## src/hbfc_pkg.sv

```systemverilog
// types and constants shared by the format converter
package hbfc_pkg;

	typedef enum logic [1:0] {
		CMD_F32_TO_F16  = 2'd0,
		CMD_F16_TO_F32  = 2'd1,
		CMD_F32_TO_BF16 = 2'd2,
		CMD_BF16_TO_F32 = 2'd3
	} cmd_t;

	localparam logic [15:0] F16_INF      = 16'h7C00;
	localparam logic [15:0] F16_QUIET    = 16'h0200;
	localparam logic [23:0] F16_HALF_ULP = 24'h001000;
	localparam logic [23:0] F32_HIDDEN   = 24'h800000;
	localparam logic [31:0] BF16_BIAS    = 32'h0000_7FFF;
	localparam logic [15:0] BF16_QUIET   = 16'h0040;
	localparam logic [31:0] F32_INF      = 32'h7F80_0000;
	localparam logic [9:0]  F16_MANT     = 10'h3FF;

	localparam logic [7:0]  F32_EXP_ALL1  = 8'hFF;
	localparam logic [7:0]  F32_F16_BIAS  = 8'd112;
	localparam logic [7:0]  F16_OVF_EXP   = 8'd143;
	localparam logic [7:0]  F16_TINY_EXP  = 8'd102;
	localparam logic [7:0]  F16_SUB_SHIFT = 8'd126;
	localparam logic [7:0]  F16_SUB_EXP   = 8'd113;
	localparam logic [4:0]  F16_EXP_ALL1  = 5'h1F;

	typedef struct packed {
		cmd_t        cmd;
		logic [31:0] operand;
		logic        f32_nan;
		logic        f32_infnan;
		logic        f32_ovf;
		logic        f32_tiny;
		logic        f32_sub;
		logic [4:0]  sub_shift;
		logic [3:0]  lead_shift;
	} stage1_t;

	typedef struct packed {
		cmd_t        cmd;
		logic        done;
		logic [31:0] res;
		logic        sign;
		logic [10:0] rmant;
		logic [4:0]  rexp;
	} stage2_t;

endpackage

```

## src/hbfc_if.sv

```systemverilog
// request and response channel interfaces of the format converter
interface hbfc_req_if;
	logic               valid;
	logic               ready;
	hbfc_pkg::cmd_t     command;
	logic [31:0]        operand;

	modport source (output valid, output command, output operand, input ready);
	modport sink (input valid, input command, input operand, output ready);
endinterface

interface hbfc_rsp_if;
	logic        valid;
	logic        ready;
	logic [31:0] result;

	modport source (output valid, output result, input ready);
	modport sink (input valid, input result, output ready);
endinterface

```

## src/half_and_bfloat16_format_converter.sv

```systemverilog
// converter between binary32 and binary16 / bfloat16 bit patterns
//
// request channel carries a command and a 32-bit operand; 16-bit sources sit
// in the low half. response channel returns one 32-bit result per
// transaction, 16-bit results zero-extended.
// three register stages: decode and classify, rounding add / renormalising
// shift, result assembly into the output register.
// a request accepted by the decode stage passes through the rounding stage
// and leaves from the output register as a response.
// throughput is one transaction per cycle while the response side takes
// results; the rounding adder of the second stage sets the cycle depth.
// when the response side stalls, each stage holds its transaction and the
// request ready falls only once all three stages are full; nothing is lost
// or repeated, and the stalled result stays on the port.
// reset clears the stage valid flags; the block can take a request as soon
// as reset is released.
module half_and_bfloat16_format_converter (
	input  logic        clk,
	input  logic        arst_n,
	hbfc_req_if.sink    request,
	hbfc_rsp_if.source  response
);
	import hbfc_pkg::*;

	logic        v_s1, v_s2, v_s3;
	logic        adv1, adv2, adv3;
	stage1_t     d_s1, nxt_s1;
	stage2_t     d_s2, nxt_s2;
	cmd_t        cmd_s3;
	logic [31:0] result_s3, nxt_s3;

	assign adv3 = !v_s3 || response.ready;
	assign adv2 = !v_s2 || adv3;
	assign adv1 = !v_s1 || adv2;
	assign request.ready = adv1;
	assign response.valid = v_s3;
	assign response.result = result_s3;

	// decode and classify
	always_comb begin
		logic [7:0] ef;
		logic [22:0] mant;
		ef = request.operand[30:23];
		mant = request.operand[22:0];
		nxt_s1.cmd = request.command;
		nxt_s1.operand = request.operand;
		nxt_s1.f32_infnan = (ef == F32_EXP_ALL1);
		nxt_s1.f32_nan = (ef == F32_EXP_ALL1) && (mant != 23'd0);
		nxt_s1.f32_ovf = (ef >= F16_OVF_EXP);
		nxt_s1.f32_tiny = (ef < F16_TINY_EXP);
		nxt_s1.f32_sub = (ef <= F32_F16_BIAS);
		nxt_s1.sub_shift = 5'(F16_SUB_SHIFT - ef);
		nxt_s1.lead_shift = 4'd0;
		for (int i = 0; i < 10; i++) begin
			if (request.operand[i]) begin
				nxt_s1.lead_shift = 4'(10 - i);
			end
		end
	end

	// rounding and renormalising; results that need no carry fix are completed here
	always_comb begin
		logic        sign16;
		logic [7:0]  ef;
		logic [22:0] mant;
		logic [24:0] sub_sum;
		logic [24:0] sub_rnd;
		logic [23:0] nrm_sum;
		logic [4:0]  he;
		logic [9:0]  hm;
		logic [10:0] hm_sh;
		logic [31:0] bf_sum;
		sign16 = d_s1.operand[31];
		ef = d_s1.operand[30:23];
		mant = d_s1.operand[22:0];
		sub_sum = {1'b0, F32_HIDDEN | {1'b0, mant}} + (25'd1 << (d_s1.sub_shift - 5'd1));
		sub_rnd = sub_sum >> d_s1.sub_shift;
		nrm_sum = {1'b0, mant} + F16_HALF_ULP - 24'd1 + {23'd0, mant[13]};
		he = d_s1.operand[14:10];
		hm = d_s1.operand[9:0];
		hm_sh = {1'b0, hm} << d_s1.lead_shift;
		bf_sum = d_s1.operand + BF16_BIAS + {31'd0, d_s1.operand[16]};
		nxt_s2.cmd = d_s1.cmd;
		nxt_s2.done = 1'b1;
		nxt_s2.res = 32'd0;
		nxt_s2.sign = sign16;
		nxt_s2.rmant = 11'd0;
		nxt_s2.rexp = 5'd0;
		unique case (d_s1.cmd)
			CMD_F32_TO_F16: begin
				if (d_s1.f32_infnan) begin
					nxt_s2.res = {16'd0, ({sign16, 15'd0} | F16_INF |
						(d_s1.f32_nan ? F16_QUIET : 16'd0))};
				end else if (d_s1.f32_ovf) begin
					nxt_s2.res = {16'd0, ({sign16, 15'd0} | F16_INF)};
				end else if (d_s1.f32_tiny) begin
					nxt_s2.res = {16'd0, sign16, 15'd0};
				end else if (d_s1.f32_sub) begin
					nxt_s2.done = 1'b0;
					nxt_s2.rmant = sub_rnd[10:0];
				end else begin
					nxt_s2.done = 1'b0;
					nxt_s2.rmant = nrm_sum[23:13];
					nxt_s2.rexp = 5'(ef - F32_F16_BIAS);
				end
			end
			CMD_F16_TO_F32: begin
				if (he == 5'd0) begin
					if (hm == 10'd0) begin
						nxt_s2.res = {d_s1.operand[15], 31'd0};
					end else begin
						nxt_s2.res = {d_s1.operand[15],
							8'(F16_SUB_EXP - {4'd0, d_s1.lead_shift}),
							hm_sh[9:0] & F16_MANT, 13'd0};
					end
				end else if (he == F16_EXP_ALL1) begin
					nxt_s2.res = {d_s1.operand[15], 31'd0} | F32_INF | {9'd0, hm, 13'd0};
				end else begin
					nxt_s2.res = {d_s1.operand[15], 8'({3'd0, he} + F32_F16_BIAS),
						hm, 13'd0};
				end
			end
			CMD_F32_TO_BF16: begin
				if (d_s1.f32_nan) begin
					nxt_s2.res = {16'd0, (d_s1.operand[31:16] | BF16_QUIET)};
				end else begin
					nxt_s2.res = {16'd0, bf_sum[31:16]};
				end
			end
			CMD_BF16_TO_F32: begin
				nxt_s2.res = {d_s1.operand[15:0], 16'd0};
			end
			default: begin
				nxt_s2.res = 32'd0;
			end
		endcase
	end

	// assembly with mantissa carry
	always_comb begin
		logic [5:0] re6;
		logic [9:0] m;
		if (d_s2.rmant[10]) begin
			re6 = {1'b0, d_s2.rexp} + 6'd1;
			m = 10'd0;
		end else begin
			re6 = {1'b0, d_s2.rexp};
			m = d_s2.rmant[9:0];
		end
		if (d_s2.done) begin
			nxt_s3 = d_s2.res;
		end else if (re6 >= {1'b0, F16_EXP_ALL1}) begin
			nxt_s3 = {16'd0, ({d_s2.sign, 15'd0} | F16_INF)};
		end else begin
			nxt_s3 = {16'd0, d_s2.sign, re6[4:0], m};
		end
	end

	always_ff @(posedge clk or negedge arst_n) begin
		if (!arst_n) begin
			v_s1 <= 1'b0;
			v_s2 <= 1'b0;
			v_s3 <= 1'b0;
		end else begin
			if (adv1) begin
				v_s1 <= request.valid;
			end
			if (adv2) begin
				v_s2 <= v_s1;
			end
			if (adv3) begin
				v_s3 <= v_s2;
			end
		end
	end

	always_ff @(posedge clk) begin
		if (adv1 && request.valid) begin
			d_s1 <= nxt_s1;
		end
		if (adv2 && v_s1) begin
			d_s2 <= nxt_s2;
		end
		if (adv3 && v_s2) begin
			result_s3 <= nxt_s3;
			cmd_s3 <= d_s2.cmd;
		end
	end

	a_full_when_blocked: assert property (@(posedge clk) disable iff (!arst_n)
		!request.ready |-> (v_s1 && v_s2 && v_s3))
		else $error("request blocked while a stage is free");

	a_narrow_result: assert property (@(posedge clk) disable iff (!arst_n)
		v_s3 && (cmd_s3 == CMD_F32_TO_F16 || cmd_s3 == CMD_F32_TO_BF16)
		|-> result_s3[31:16] == 16'd0)
		else $error("16-bit result not zero-extended");

	a_bf16_widen: assert property (@(posedge clk) disable iff (!arst_n)
		v_s3 && cmd_s3 == CMD_BF16_TO_F32 |-> result_s3[15:0] == 16'd0)
		else $error("bfloat16 widening left low bits set");

	a_f16_quiet_nan: assert property (@(posedge clk) disable iff (!arst_n)
		v_s3 && cmd_s3 == CMD_F32_TO_F16 && result_s3[14:10] == F16_EXP_ALL1
		&& result_s3[9:0] != 10'd0 |-> result_s3[9:0] == F16_QUIET[9:0])
		else $error("half NaN not the canonical quiet pattern");

endmodule
```

## src/flat_wrapper.sv

```systemverilog
// flat-port wrapper written by rule: the top's interface ports become plain ports
module half_and_bfloat16_format_converter_flat import hbfc_pkg::*;
  (clk, arst_n, request_valid, request_command, request_operand, request_ready, response_valid, response_result, response_ready);
  hbfc_req_if request_i ();
  hbfc_rsp_if response_i ();
  input  logic clk;
  input  logic arst_n;
  input wire logic [$bits(request_i.valid)-1:0] request_valid;
  input wire logic [$bits(request_i.command)-1:0] request_command;
  input wire logic [$bits(request_i.operand)-1:0] request_operand;
  output wire logic [$bits(request_i.ready)-1:0] request_ready;
  output wire logic [$bits(response_i.valid)-1:0] response_valid;
  output wire logic [$bits(response_i.result)-1:0] response_result;
  input wire logic [$bits(response_i.ready)-1:0] response_ready;
  assign request_i.valid = request_valid;
  assign request_i.command = request_command;
  assign request_i.operand = request_operand;
  assign request_ready = request_i.ready;
  assign response_valid = response_i.valid;
  assign response_result = response_i.result;
  assign response_i.ready = response_ready;
  half_and_bfloat16_format_converter u_core (.clk(clk), .arst_n(arst_n), .request(request_i), .response(response_i));
endmodule
```

## config.mk

```make
export PLATFORM = sky130hd
export DESIGN_NAME = half_and_bfloat16_format_converter_flat
export DESIGN_NICKNAME = d
export VERILOG_FILES = /design/src/hbfc_pkg.sv /design/src/hbfc_if.sv /design/src/half_and_bfloat16_format_converter.sv /design/src/flat_wrapper.sv
export SDC_FILE = /design/constraint.sdc
export NUM_CORES = 1
export LEC_CHECK = 0
export ABC_AREA = 1
export BUFFER_PORTS_ARGS = -buffer_cell sky130_fd_sc_hd__clkbuf_2
export CAP_MARGIN = 10
export CORE_AREA = 3 3 176 127
export DETAILED_ROUTE_END_ITERATION = 16
export DIE_AREA = 0 0 179 130
export HOLD_SLACK_MARGIN = 0.12
export PLACE_DENSITY = 0.65
export SLEW_MARGIN = 15
export SYNTH_ARGS = -nofsm -noshare
export SYNTH_HDL_FRONTEND = slang
export SYNTH_SLANG_ARGS = --single-unit
```

## constraint.sdc

```tcl
create_clock -name clk -period 3 [get_ports clk]
set_input_delay 0.3 -clock clk [delete_from_list [all_inputs] [get_ports clk]]
set_output_delay 0.3 -clock clk [all_outputs]
set_load 0.1 [all_outputs]
```

==> qor.csv, run 1 <==
stage,metric,value,unit
detailed_routing,wire_per_inst,17.6,um
setup_path,worst_ep_arrival_time,3.50,ns
synthesis,syn_area_per_cell,7.46,sq um
timing,hold_viol,0,
setup_path,crit_path_max_incr_delay,0.49,ns
power,powerDensity,574,nW/um^2
synthesis,synth_top_area_share,0.416,
setup_path,crit_slowest_cell,edfxtp_1,
synthesis,async_reset_ff_frac,0.0227,
timing,skew,0.0102,ns
detailed_routing,avgViaCountPerCell,5.50,
setup_path,crit_type,reg2reg,
outcome,violations,negative setup slack,
synthesis,ys_seq_elements,132,
synthesis,ys_seq_area_frac,0.424,
placed_design,dpl-instance-area,10700,sq um
detailed_routing,dr.pass1.iters,6,
placed_design,io_buffers,71,
outcome,outcome,"complete, but fails checks",
hold_path,hold_class,in2reg,
placed_design,gp_congestion,1.00,
synthesis,ys_warn_count,0,
global_routing,antenna_found_initial,0,
synthesis,synthesis.area,9310,sq um
timing,hold_slack,0.129,ns
global_routing,grt_pass1_wl,47000,um
clock_network,htreeDepth,4,
synthesis,synth.net_count,1315,
clock_network,clk_path_buf_depth,2,
global_routing,grt_max_degree,48,
synthesis,synth_most_common_cell,nand2_1,
detailed_routing,wirelength,31000,um
setup_path,start_kind,flop,
final_layout,final_nets,1541,
timing,fin_ws,-0.322,ns
setup_path,worstPathRequired,3.18,ns
final_layout,area_delta_synth_final,37.3,%
timing,fmax,301,MHz
clock_network,cts-root-buf,clkbuf_16,
floorplan,die_h,130,um
power,peakVddDrop,538,uV
global_routing,busiest_layer,met1,
setup_path,crit_chain,nor2_4 > nand2_4 > o21ai_4 > nand2_4 > buf_6 > nor2_4 > ha_4 > nand2_4 > inv_2 > a21oi_2 > nand2_2 > buf_6 > xnor2_4 > nand2_2 > nand3_2 > nand3_2 > a31oi_4 > nand4_1 > nand2_1 > inv_1,
floorplan,die_x,179,um
final_layout,antenna_cells,0,
timing,fin_crit,3.32,ns
global_routing,overflow,0,
global_routing,grt.met1_usage,0.389,
floorplan,start_util,0.451,
setup_path,endpoint_kind,flop,
power,p_leak,5.88,nW
job,maxCapViolations,0,
global_routing,grt_pass1_vias,8751,
detailed_routing,first_iter_violations,1194,
placed_design,place_hpwl,22700,um
detailed_routing,post-route-drc-count,0,
global_routing,grt_util_all_layers,0.264,
clock_network,cts_tree,done,
clock_network,cts_made_buffers,17,
final_layout,final_cells,1762,
clock_network,cts.sinks,132,
timing,finalMaxSlewViolations,0,
placed_design,place_inst,1672,
setup_path,crit_fanout,5,
synthesis,synth_cell_types,53,
synthesis,synth_top_area_cell,edfxtp_1,
floorplan,rows,44,
floorplan,design.die.area,23300,sq um
timing,fin_crit_sh,1.11,
timing,rsz0062_at_grt,yes,
power,fin_total_pwr,7.35,mW
synthesis,synthTopCellsByCount,"nand2_1, inv_1, nand3_1",
global_routing,use_met2,0.382,
detailed_routing,ant_nets,0,
synthesis,synth.area.top_cells,"edfxtp_1, nand2_1, nand3_1",
synthesis,synth_cells,1248,
timing,max_slew_margin,0.306,
clock_network,clk_pin_slew,0.06,ns
setup_path,crit_top_cell,nand2_4,
final_layout,final_layout_size_suffix_gt1_frac,0.308,
detailed_routing,route.vias.total,9694,
timing,tightest_slew,1.04,ns
global_routing,use_met3,0.0852,
synthesis,synth_edf_count,129,
synthesis,synthFlopType,edfxtp_1,
clock_network,clkLatencyLatePin,0.42,ns
final_layout,fin_area,12800,sq um
floorplan,core,20600,sq um
timing,setup-tns-final,-2.80,ns
timing,finalSetupViolCount,11,
floorplan,num_io_pins,72,
==> placed cells by master (no fill, tap or decap), types with 10 or more instances in the layout <==
cell           instances
o31ai_1               11
dlygate4sd3_1         29
nor2_4                15
inv_2                 17
inv_1                181
a31oi_1               11
a21oi_2               14
nand2_1              252
a21oi_1               31
nand3_2               44
o21ai_0               58
ha_4                  13
ha_1                  15
nor3_1                17
nand4_1               14
clkbuf_16             17
nand2_2               48
nand3_1              121
edfxtp_1             129
nor3_2                10
clkbuf_2              71
buf_4                132
nor2_2                19
nand2_4               13
nor2_1                92
==> where the power goes <==
part | total (mW) | switching (mW) | internal [mW] | leakage, nW
clock | 2.26 | 0.796 | 1.47 | 0.310
combinational | 2.47 | 1.81 | 0.666 | 4.27
sequential | 2.61 | 0.187 | 2.42 | 1.30
total | 7.35 | 2.79 | 4.56 | 5.88
==> registers in the layout (all words and copies together) (netlist names) <==
name and cells:
u_core.response.result 32, u_core.v_s2 1, u_core.response.valid 1, u_core.v_s1 1, u_core.d_s1 47, u_core.d_s2 50
==> final timing paths <==
path / start / cells after the start / slack (ns) / to
min in group asynchronous: arst_n / 2 / 0.20 / u_core.v_s2$_DFFE_PN0P_
min: request_operand[2] / 1 / 0.13 / u_core.d_s1[16]$_DFFE_PP_
max reg2reg: u_core.d_s1[5]$_DFFE_PP_ / 20 / -0.32 / u_core.d_s2[8]$_SDFFCE_PP0P_
min reg2reg: u_core.v_s2$_DFFE_PN0P_ / 2 / 0.49 / u_core.response.valid$_DFFE_PN0P_
max: u_core.d_s1[5]$_DFFE_PP_ / 20 / -0.32 / u_core.d_s2[8]$_SDFFCE_PP0P_
max in group asynchronous: arst_n / 2 / 2.68 / u_core.response.valid$_DFFE_PN0P_
==> worst max-delay path, delay by kind of cell, from the launching register on <==
kind | cells | cell delay [ns]
simple gates | 11 | 1.22
compound gates | 3 | 0.57
flops | 1 | 0.49
buf+inv | 4 | 0.40
fa+ha+maj | 1 | 0.24
xor+xnor | 1 | 0.14
==> through the flow <==
| step | util | setup slack [ns] |
|---|---|---|
| 2_1_floorplan | - | 0.0343 |
| 3_3_place_gp | 0.518 | -0.384 |
| 3_5_place_dp | 0.518 | -0.391 |
| 4_1_cts | 0.585 | -0.209 |
| 5_1_grt | 0.619 | -0.481 |
| 6_report | 0.619 | -0.322 |
==> routing by layer <==
layer	vias to the layer above	routed length [um]
li1	4643	-
met1	4470	13800
met2	532	13200
met3	49	3580
met4	0	488
met5	-	0
==> cells by family (layout without fill, tap and decap cells) <==
group | count (synthesis) | after routing | synth area share
fa+ha+maj | 29 | 29 | 0.0398
simple gates | 668 | 668 | 0.319
xor+xnor | 13 | 13 | 0.0122
mux | 3 | 3 | 0.00323
flops | 132 | 132 | 0.424
compound gates | 166 | 166 | 0.102
buf+inv | 237 | 475 | 0.0998
==> layout make-up <==
type	instances	area [sq um]
clock buffer	17	425
inverter	203	771
tap	276	345
fill	1770	7860
multi-input combinational	879	5350
clock inverter	14	210
sequential	132	3950
timing repair buffer	241	1740
==> repair_timing <==
action,CTS,global route
cloned,0,0
endpoints found under the hold margin,30,1
endpoints found under the setup margin,11,11
setup buffers,18,13
hold buffers,28,1
resized for setup,79,133
pin swaps,43,62
(Power assumes the default switching activity.)
==> inputs of run 2 (changes only) <==
Settings changed: ABC_AREA 1 to default, CORE_AREA 3 3 176 127 to 3 3 175 126, DIE_AREA 0 0 179 130 to 0 0 178 129.
==> run 2 against run 1 <==
- flip-flop and latch count did not move
- critical endpoint unchanged
- sequential share of layout area rose by 0.91 points
- the flow still finishes with violations (negative setup slack)
- combinational power fell by 29%
- clock-buffer cell count rose by 3
==> qor.csv, run 2 <==
stage,metric,value,unit
final_layout,final_nets,1279,
clock_network,htreeDepth,4,
timing,hold_viol,0,
floorplan,start_util,0.445,
final_layout,final_layout_size_suffix_gt1_frac,0.330,
placed_design,place_hpwl,22500,um
setup_path,endpoint_kind,flop,
clock_network,clk_pin_slew,0.06,ns
detailed_routing,ant_nets,0,
timing,tightest_slew,0.727,ns
synthesis,synth_edf_count,129,
timing,fin_crit,3.74,ns
detailed_routing,post-route-drc-count,0,
final_layout,area_delta_synth_final,35.9,%
floorplan,die_x,178,um
synthesis,ys_seq_area_frac,0.432,
timing,fin_ws,-0.741,ns
synthesis,syn_area_per_cell,9.56,sq um
synthesis,synth.area.top_cells,"edfxtp_1, nor2_1, nand2_1",
synthesis,async_reset_ff_frac,0.0227,
power,powerDensity,479,nW/um^2
final_layout,final.fill_count,1688,
global_routing,grt_util_all_layers,0.267,
global_routing,grt_pass1_vias,8240,
final_layout,final_cell_mix,"buf_4, edfxtp_1, nor2_1, nand2_1, clkbuf_2",
clock_network,clk_path_buf_depth,2,
timing,fmax,267,MHz
clock_network,cts.sinks,132,
hold_path,hold_class,in2reg,
outcome,violations,negative setup slack,
timing,finalMaxSlewViolations,0,
timing,skew,0.0105,ns
floorplan,core,20500,sq um
placed_design,place_inst,1419,
global_routing,antenna_found_initial,0,
global_routing,overflow,0,
synthesis,ys_warn_count,0,
setup_path,worstPathRequired,3.23,ns
synthesis,synth_top_area_share,0.424,
synthesis,synthTopCellsByCount,"edfxtp_1, nor2_1, nand2_1",
detailed_routing,route.vias.total,8750,
synthesis,synth_most_common_cell,edfxtp_1,
detailed_routing,wire_per_inst,20.4,um
clock_network,cts-root-buf,clkbuf_16,
setup_path,crit_path_max_incr_delay,0.45,ns
outcome,outcome,"complete, but fails checks",
final_layout,fin_area,12400,sq um
placed_design,gp_congestion,1.01,
synthesis,synthesis.area,9130,sq um
floorplan,design.die.area,23000,sq um
synthesis,synth_top_area_cell,edfxtp_1,
setup_path,crit_fanout,6,
global_routing,grt_max_degree,51,
timing,max_slew_margin,0.503,
floorplan,die_h,129,um
placed_design,io_buffers,71,
timing,rsz0062_at_grt,yes,
synthesis,synth_cells,955,
power,p_leak,4.93,nW
final_layout,final_common_cell,buf_4,
setup_path,crit_slowest_cell,edfxtp_1,
synthesis,ys_seq_elements,132,
clock_network,clkLatencyLatePin,0.43,ns
power,peakVddDrop,423,uV
placed_design,dpl-instance-area,11000,sq um
setup_path,worst_ep_arrival_time,3.97,ns
setup_path,crit_top_cell,buf_6,
job,maxCapViolations,0,
floorplan,num_io_pins,72,
setup_path,crit_type,reg2reg,
detailed_routing,first_iter_violations,1183,
timing,fin_crit_sh,1.25,
synthesis,synth.net_count,1022,
final_layout,register_area,3950,sq um
synthesis,synthFlopType,edfxtp_1,
timing,hold_slack,0.136,ns
final_layout,antenna_cells,0,
final_layout,largest_reg_flops,50,
final_layout,final_cells,1496,
clock_network,cts_made_buffers,17,
synthesis,synth_cell_types,85,
detailed_routing,wirelength,30500,um
detailed_routing,dr.pass1.iters,6,
floorplan,rows,44,
global_routing,grt_pass1_wl,46500,um
final_layout,multi_input_area,5400,sq um
final_layout,top_register,u_core.d_s2,
timing,finalSetupViolCount,11,
setup_path,crit_chain,buf_6 > or3_4 > nor2_4 > ha_4 > o211ai_1 > o211ai_4 > buf_6 > a211oi_4 > buf_6 > buf_4 > o21ai_2 > xnor2_1 > mux2_4 > a2111oi_4 > a211oi_2 > o311ai_1,
setup_path,start_kind,flop,
clock_network,cts_tree,done,
detailed_routing,avgViaCountPerCell,5.85,
[run 2: cell count changes after synthesis, sizes merged, moves of 16 or more]
| cell | previous run | this run |
|---|---|---|
| nand2b | 0 | 16 |
| xnor2 | 5 | 29 |
| nand3 | 166 | 33 |
| nand2 | 313 | 103 |
| and2 | 1 | 35 |
| nor2 | 126 | 103 |
| inv | 201 | 15 |
| mux2i | 3 | 19 |
| clkbuf | 17 | 45 |
[run 2: worst paths after layout]
path	start	end	slack, ns	depth (start not counted)
max	u_core.d_s1[7]$_DFFE_PP_	u_core.d_s2[8]$_SDFFCE_PP0P_	-0.74	16
min	request_operand[8]	u_core.d_s1[22]$_DFFE_PP_	0.14	1
max reg2reg	u_core.d_s1[7]$_DFFE_PP_	u_core.d_s2[8]$_SDFFCE_PP0P_	-0.74	16
min reg2reg	u_core.d_s1[45]$_DFFE_PP_	u_core.d_s2[16]$_DFFE_PP_	0.51	0
max in group asynchronous	arst_n	u_core.v_s2$_DFFE_PN0P_	2.68	2
min in group asynchronous	arst_n	u_core.v_s1$_DFFE_PN0N_	0.21	2
[run 2: power by group]
group | switching [mW] | total (mW) | internal [mW]
combinational | 1.13 | 1.76 | 0.628
clock | 0.739 | 1.84 | 1.10
sequential | 0.109 | 2.35 | 2.24
total | 1.98 | 5.95 | 3.97
[run 2: cell type report]
type | count | area share
Tap cell | 276 | 0.0278
Inverter | 15 | 0.00453
Clock inverter | 7 | 0.00514
Clock buffer | 20 | 0.0352
Sequential cell | 132 | 0.318
Timing Repair Buffer | 295 | 0.174
Multi-Input combinational cell | 751 | 0.435
[run 2: worst max-delay path, delay by kind of cell, from the launching register on]
family	cells	cell delay (ns)
compound gates	7	1.29
xor+xnor	1	0.12
fa+ha+maj	1	0.20
buf+inv	4	0.60
flops	1	0.45
mux	1	0.31
simple gates	2	0.57
[run 2: kinds of logic (layout without fill, tap and decap cells)]
family,count (synthesis),in the layout,synth area share
compound gates,268,268,0.212
flops,132,132,0.432
xor+xnor,49,49,0.0470
mux,32,32,0.0397
simple gates,373,373,0.196
buf+inv,72,337,0.0322
fa+ha+maj,29,29,0.0405
[run 2: per-stage QoR]
step                total power [mW]  setup slack [ns]  setup TNS [ns]   util
floorplan                       3.40            -0.553           -5.05      -
global placement                3.94            -0.906           -8.46  0.535
detailed placement              3.94            -0.959           -9.37  0.535
CTS                             5.91            -0.593           -5.98  0.599
global route                    6.18            -0.835           -8.61  0.605
finish                          5.95            -0.741           -7.21  0.605
[run 2: metal layers]
layer | track usage | vias to the layer above | part of all wire
li1 | - | 4111 | -
met1 | 0.385 | 4165 | 0.44
met2 | 0.382 | 425 | 0.43
met3 | 0.0867 | 49 | 0.11
met4 | 0.0761 | 0 | 0.020
met5 | 0 | - | 0
[run 2: repair_timing]
action / CTS / global route
hold endpoints to repair: 32 / 0
hold buffers: 30 / 0
setup buffers: 13 / 8
pin swaps: 51 / 10
setup endpoints to repair: 11 / 11
gates resized for setup: 86 / 15
